--- src/hdl/rsst_pkg.sv ---
`default_nettype none

package rsst_pkg;

  // Field widths fixed by the item format.
  localparam int unsigned POS_W = 10;
  localparam int unsigned VAL_W = 32;
  localparam int unsigned SUM_W = 42;
  localparam int unsigned LEN_W = 11;

  // Stream data widths, rounded up to whole bytes.
  localparam int unsigned IN_DATA_W  = 64;
  localparam int unsigned OUT_DATA_W = 48;

  localparam int unsigned MAX_ELEMENTS_DEF = 1024;

  typedef enum logic {
    OP_SET   = 1'b0,
    OP_QUERY = 1'b1
  } rsst_op_t;

  // Commands from the controller to the datapath.
  typedef struct packed {
    logic clr_step;
    logic start;
    logic leaf;
    logic climb;
    logic q_left;
    logic q_right;
    logic out_load;
  } rsst_cmd_t;

  // Status from the datapath to the controller.
  typedef struct packed {
    logic clear_done;
    logic is_query;
    logic upd_ok;
    logic qry_ok;
    logic at_root;
    logic l_lt_r;
  } rsst_stat_t;

endpackage

`default_nettype wire

--- src/hdl/rsst_ctrl.sv ---
`default_nettype none

module rsst_ctrl (
  input  wire logic                 clk,
  input  wire logic                 rst,
  input  wire logic                 in_valid,
  output logic                      in_ready,
  output logic                      out_valid,
  input  wire logic                 out_ready,
  output rsst_pkg::rsst_cmd_t       cmd,
  input  wire rsst_pkg::rsst_stat_t stat
);
  import rsst_pkg::*;

  typedef enum logic [6:0] {
    ST_CLEAR   = 7'b0000001,
    ST_IDLE    = 7'b0000010,
    ST_U_LEAF  = 7'b0000100,
    ST_U_CLIMB = 7'b0001000,
    ST_Q_LEFT  = 7'b0010000,
    ST_Q_RIGHT = 7'b0100000,
    ST_Q_FIN   = 7'b1000000
  } state_t;

  state_t state;
  state_t state_next;
  logic   out_valid_next;
  logic   accept;

  assign in_ready = (state == ST_IDLE);
  assign accept   = in_valid && in_ready;

  always_comb begin
    state_next = state;
    cmd        = '0;
    unique case (state)
      ST_CLEAR: begin
        cmd.clr_step = 1'b1;
        if (stat.clear_done) begin
          state_next = ST_IDLE;
        end
      end
      ST_IDLE: begin
        if (accept) begin
          cmd.start = 1'b1;
          if (stat.is_query) begin
            state_next = stat.qry_ok ? ST_Q_LEFT : ST_Q_FIN;
          end else if (stat.upd_ok) begin
            state_next = ST_U_LEAF;
          end
        end
      end
      ST_U_LEAF: begin
        cmd.leaf   = 1'b1;
        state_next = ST_U_CLIMB;
      end
      ST_U_CLIMB: begin
        cmd.climb = 1'b1;
        if (stat.at_root) begin
          state_next = ST_IDLE;
        end
      end
      ST_Q_LEFT: begin
        if (stat.l_lt_r) begin
          cmd.q_left = 1'b1;
          state_next = ST_Q_RIGHT;
        end else begin
          state_next = ST_Q_FIN;
        end
      end
      ST_Q_RIGHT: begin
        cmd.q_right = 1'b1;
        state_next  = ST_Q_LEFT;
      end
      ST_Q_FIN: begin
        if (!out_valid || out_ready) begin
          cmd.out_load = 1'b1;
          state_next   = ST_IDLE;
        end
      end
      default: begin
        state_next = ST_CLEAR;
      end
    endcase
  end

  always_comb begin
    out_valid_next = out_valid;
    priority if (cmd.out_load) begin
      out_valid_next = 1'b1;
    end else if (out_ready) begin
      out_valid_next = 1'b0;
    end
  end

  always_ff @(posedge clk) begin
    if (rst) begin
      state     <= ST_CLEAR;
      out_valid <= 1'b0;
    end else begin
      state     <= state_next;
      out_valid <= out_valid_next;
    end
  end

endmodule

`default_nettype wire

--- config.mk ---
export PLATFORM = sky130hd
export DESIGN_NAME = rsst_ctrl
export DESIGN_NICKNAME = d
export VERILOG_FILES = /design/src/hdl/rsst_pkg.sv /design/src/hdl/rsst_ctrl.sv
export SDC_FILE = /design/constraint.sdc
export NUM_CORES = 1
export LEC_CHECK = 0
export BUFFER_PORTS_ARGS = -buffer_cell sky130_fd_sc_hd__buf_2
export CORE_AREA = 2 2 42 44
export DETAILED_ROUTE_END_ITERATION = 8
export DIE_AREA = 0 0 44 46
export PLACE_DENSITY = 0.66
export SYNTH_ARGS = -nofsm -noshare
export SYNTH_HDL_FRONTEND = slang
export SYNTH_SLANG_ARGS = --single-unit
--- constraint.sdc ---
create_clock -name clk -period 6.45 [get_ports clk]
set_clock_uncertainty 0.05 [all_clocks]
set_input_delay 1.29 -clock clk [delete_from_list [all_inputs] [get_ports clk]]
set_output_delay 1.29 -clock clk [all_outputs]
set_load 0.01 [all_outputs]
# --- Word-level counts from Yosys, hierarchy flattened ---
# Cells that the tools add are included.
word_totals:
  regBits: 8
  out_inout_bits: 9
  elab_cells: 40
  in_bits: 10
classes:
  eq_ne: 12
  reduce_logical: 5
  n_mux: 21
op_table:
  columns: ["cell", "count"]
  rows:
  - ["7-bit two-way mux", 8]
  - ["7-bit case mux with 7 select lines", 1]
  - ["1-bit two-way mux", 12]
  - ["7-bit by 1-bit == test with 1-bit output (second input constant)", 1]
  - ["7-bit by 2-bit == test with 1-bit output (second input constant)", 1]
  - ["7-bit by 3-bit == test with 1-bit output (second input constant)", 1]
  - ["7-bit by 4-bit == test with 1-bit output (second input constant)", 1]
  - ["7-bit by 5-bit == test with 1-bit output (second input constant)", 1]
  - ["7-bit by 6-bit == test with 1-bit output (second input constant)", 1]
  - ["7-bit == test (second input constant)", 1]
  - ["2-bit inequality test (second input constant)", 3]
  - ["5-bit AND reduction", 1]
  - ["3-bit by 1-bit inequality test with 1-bit output (second input constant)", 1]
  - ["2-bit by 1-bit inequality test with 1-bit output (second input constant)", 1]
  - ["2-bit nonzero test", 1]
  - ["1-bit logical AND", 1]
  - ["1-bit logical NOT", 1]
  - ["1-bit logical OR", 1]

# --- Logic depth before layout (Yosys ltp) ---
logic_depth:
  ltp_word: 5
  ltp_mapped: 6
  ltp_nobuf: 4

# --- Least setup slack after synthesis ---
# Ideal clock, no wire load.
synth_timing:
  path_type: "reg2out"
  from: "register state[6]"
  to: "output port cmd[5] (netlist name)"
  slack_ps: 3387
  path_buffers: 2
  path_stages_with_launch: 6
  arrival_ps: 1723
  t_required_ps: 5110
  path_cell_list: "dfxtp_1 -> clkbuf_1 -> or4_1 -> clkbuf_1 -> nor3_1 -> and2_1"
synth_lines:
  columns: ["item", "line", "source"]
  rows:
  - ["start: declaration", "rsst_ctrl.sv:25", "state_t state;"]
  - ["start signal: assignment", "rsst_ctrl.sv:101", "state <= state_next;"]
  - ["end: declaration", "rsst_ctrl.sv:10", "output rsst_pkg::rsst_cmd_t cmd,"]

==> qor.csv <==
metric,value,unit
power_switching_share,36.83,%
postPlaceCellArea,671.9,um2
share_comb_of_total_power,37.0,%
last_weighted_congestion_value_of_the_routability_driven_placer,0.7591,
p_int,101.4,uW
post_cts.resized_instances,0,
route.detailed.wl_per_inst,13.91,um
synthCells,71,
post-route-worst-setup-slack,3070,ps
max_slew.worst_pin.slew,602.9,ps
remaining_drc_errors,0,
layout.area.seq,160.2,um2
violation_count_after_the_first_detailed_route_iteration,17,
diodes,0,
timing.max_slew.rel_slack,59.57,%
setup_total_negative_slack,0,ps
clock_tree.root_cell,clkbuf_4,
die_area,0.002024,mm2
cp_max_fo,7,
cp_data_arrival_time,2040,ps
post_cts_buffers,0,
synthToLayoutAreaGrowth,18.84,%
final_min_period_over_clock_period,52.41,%
synth_area_per_inst,8.230,um2
synth_fp_nets,81,
cts.sinks,8,
final-hold-violation-count,0,
setup.worst_path.start_class,flip-flop,
cts_hold_repair.buffers,0,
filler_cells_inserted,156,
netlist_area,584.3,um2
globalRoute.totalOverflow,0,
place_ws,3276,ps
initial_cell_density_of_the_core,36.20,%
tritoncts_clock_tree,yes,
leak,0.0002902,uW
worst_skew_pair_later_pin_latency,260,ps
whs_endpoint,out_valid,
timing.critical_path.slowest_cell_delay,570,ps
drt-vias-per-instance,5.760,
p_clk_share,25.1,%
grt_max_degree,11,
rsz_0062_raised_after_global_routing,false,
worst_r2r_path_depth,4,
cellPowerDensity,231.1,mW/mm2
boundaryPins,19,
p_sw,59.09,uW
critical-path-slowest-cell,or4_4,
multi_input_comb_area,381.6,um2
floorplan.die.width,44,um
port_buffers,18,
num_vias,599,
drtPass1Iterations,4,
initial_antenna_violation_count,0,
hold_path_depth,2,
period_needed,3380,ps
final_cell_area,694.4,um2
critical_setup_path_kind,flip-flop to primary output,
crit_chain,or4_4 -> or4b_4 -> and2b_1 -> buf_2,
post_synth_num_cell_types,37,
hold_path.startpoint,out_valid,
vias_in_the_first_global_route,536,
worst_r2r_endpoint,state[4],
finalSetupViolations,0,
cts_made_buffers,3,
final-max-slew-violation-count,0,
clk_transition_reported_paths,60,ps
drt_wl_total,1447,um
grt_first_pass_wirelength,2297,um
cts_buffer_depth,2,
sequential_group_share_of_total_power,37.9,%
ys_seq_elements,8,
die_h,46,um
design.final.nets,99,
design.core.area,0.001614,mm2
grtUsageTotal,15.65,%
hold_path_class,flip-flop to flip-flop,
critical_path.top_delay_family,simple AND/OR/NAND/NOR gates,
worst_r2r_startpoint,state[0],
synth_warnings,0,
hold-worst-slack,479.4,ps
vdd.ir_drop.worst,0.07874,mV
htree_num_levels,1,
required,5110,ps
synth.yosys.seq_area_share,27.41,%
r2r_setup_slack,4430,ps
maxCapViolations,0,
detail-route-antenna-nets,0,
clock.fmax,295.8,MHz
worst-path-buf-inv,1,
critical_path.endpoint_type,primary output,
outcome,completed,
detailedPlacementHpwl,1016,um
drive_gt1_share,35.63,%
row_count,15,
worst min-delay path: stages (launching register included):
cell	delay, ps
dfxtp_1	310
nand2b_1	100
a21oi_1	70
through the flow:
step	total power [uW]	utilization, %	instances
finish	160.4	43.02	104
global route	170.0	43.02	104
CTS	160.3	43.02	104
detailed placement	119.7	41.63	101
global placement	119.5	41.63	101
floorplan	103.9	-	71
routing by layer:
layer,wire [um],track usage (%),up-vias,share of wire (%)
li1,-,-,301,-
met1,635,20.62,274,44
met2,720,24.12,20,50
met3,52,2.381,4,3.6
met4,39,9.091,0,2.7
met5,0,0,-,0
power groups by stage:
stage                     Combinational [uW]  Clock (uW)  Sequential [uW]
after floorplan                         44.8           0             59.2
after global placement                  58.0           0             61.5
after detailed placement                58.0           0             61.6
after CTS                               59.1        40.8             60.4
after global routing                    65.6        42.6             61.8
final                                   59.4        40.2             60.8
cell type report:
class                      count  area share [%]
multi-input combinational     53           54.95
sequential                     8           23.06
timing repair buffer          18           12.97
clock buffer                   3           3.243
tap                           17           3.063
inverter                       5           2.703
logic make-up (layout without fill, tap and decap cells):
logic type             Yosys count  in the layout  share of synthesized area (%)
AO/OA/AOI/OAI                   15             15                          19.06
flip-flops                       8              8                          27.41
AND/OR/NAND/NOR                 37             37                          44.76
buffers and inverters           10             26                          7.280
XOR/XNOR                         1              1                          1.499
cell usage after synthesis, drive strengths merged:
master	n	area share [%]
nor4b	1	4.1
and2	1	1.1
nand2	2	1.3
nor4	3	3.2
buf	1	1.3
a211o	2	3.0
o32ai	1	1.5
o2111ai	1	1.5
o21ai	1	0.86
nor3b	1	1.3
or2b	1	1.3
or2	4	4.3
inv	5	3.2
or3b	1	1.5
o211ai	1	1.3
a21oi	3	2.6
o21a	1	1.3
and2b	1	1.3
a211oi	4	6.0
nand2b	2	2.1
nor3	5	4.3
nor2b	1	1.1
or4bb	1	1.9
a31oi	1	1.1
or4	2	3.2
and4b	1	1.7
or4b	3	5.8
dfxtp	8	27
xnor2	1	1.5
clkbuf	4	2.8
nor2	3	1.9
nand3	4	3.4
worst max-delay path by stage:
stage,slack [ps],startpoint,depth (start not counted),endpoint
finish,3070,state[1],4,cmd[0]
global route,3010,state[1],4,cmd[0]
CTS,3070,state[1],4,cmd[0]
detailed placement,3280,out_ready,4,cmd[0]
global placement,3300,out_ready,4,cmd[0]
floorplan,3390,state[6],5,cmd[5]
sequential cells by signal, summed over array words and instances, names as in the netlist:
register and count:
out_valid 1, state 7
layout by cell type (no fill, tap or decap), types with 4 or more instances in the layout:
master,synthesis,final
dfxtp_1,8,8
inv_1,5,5
nand3_1,4,4
nor3_1,5,5
buf_2,0,18
No activity file was read; power rests on OpenSTA's default activity.
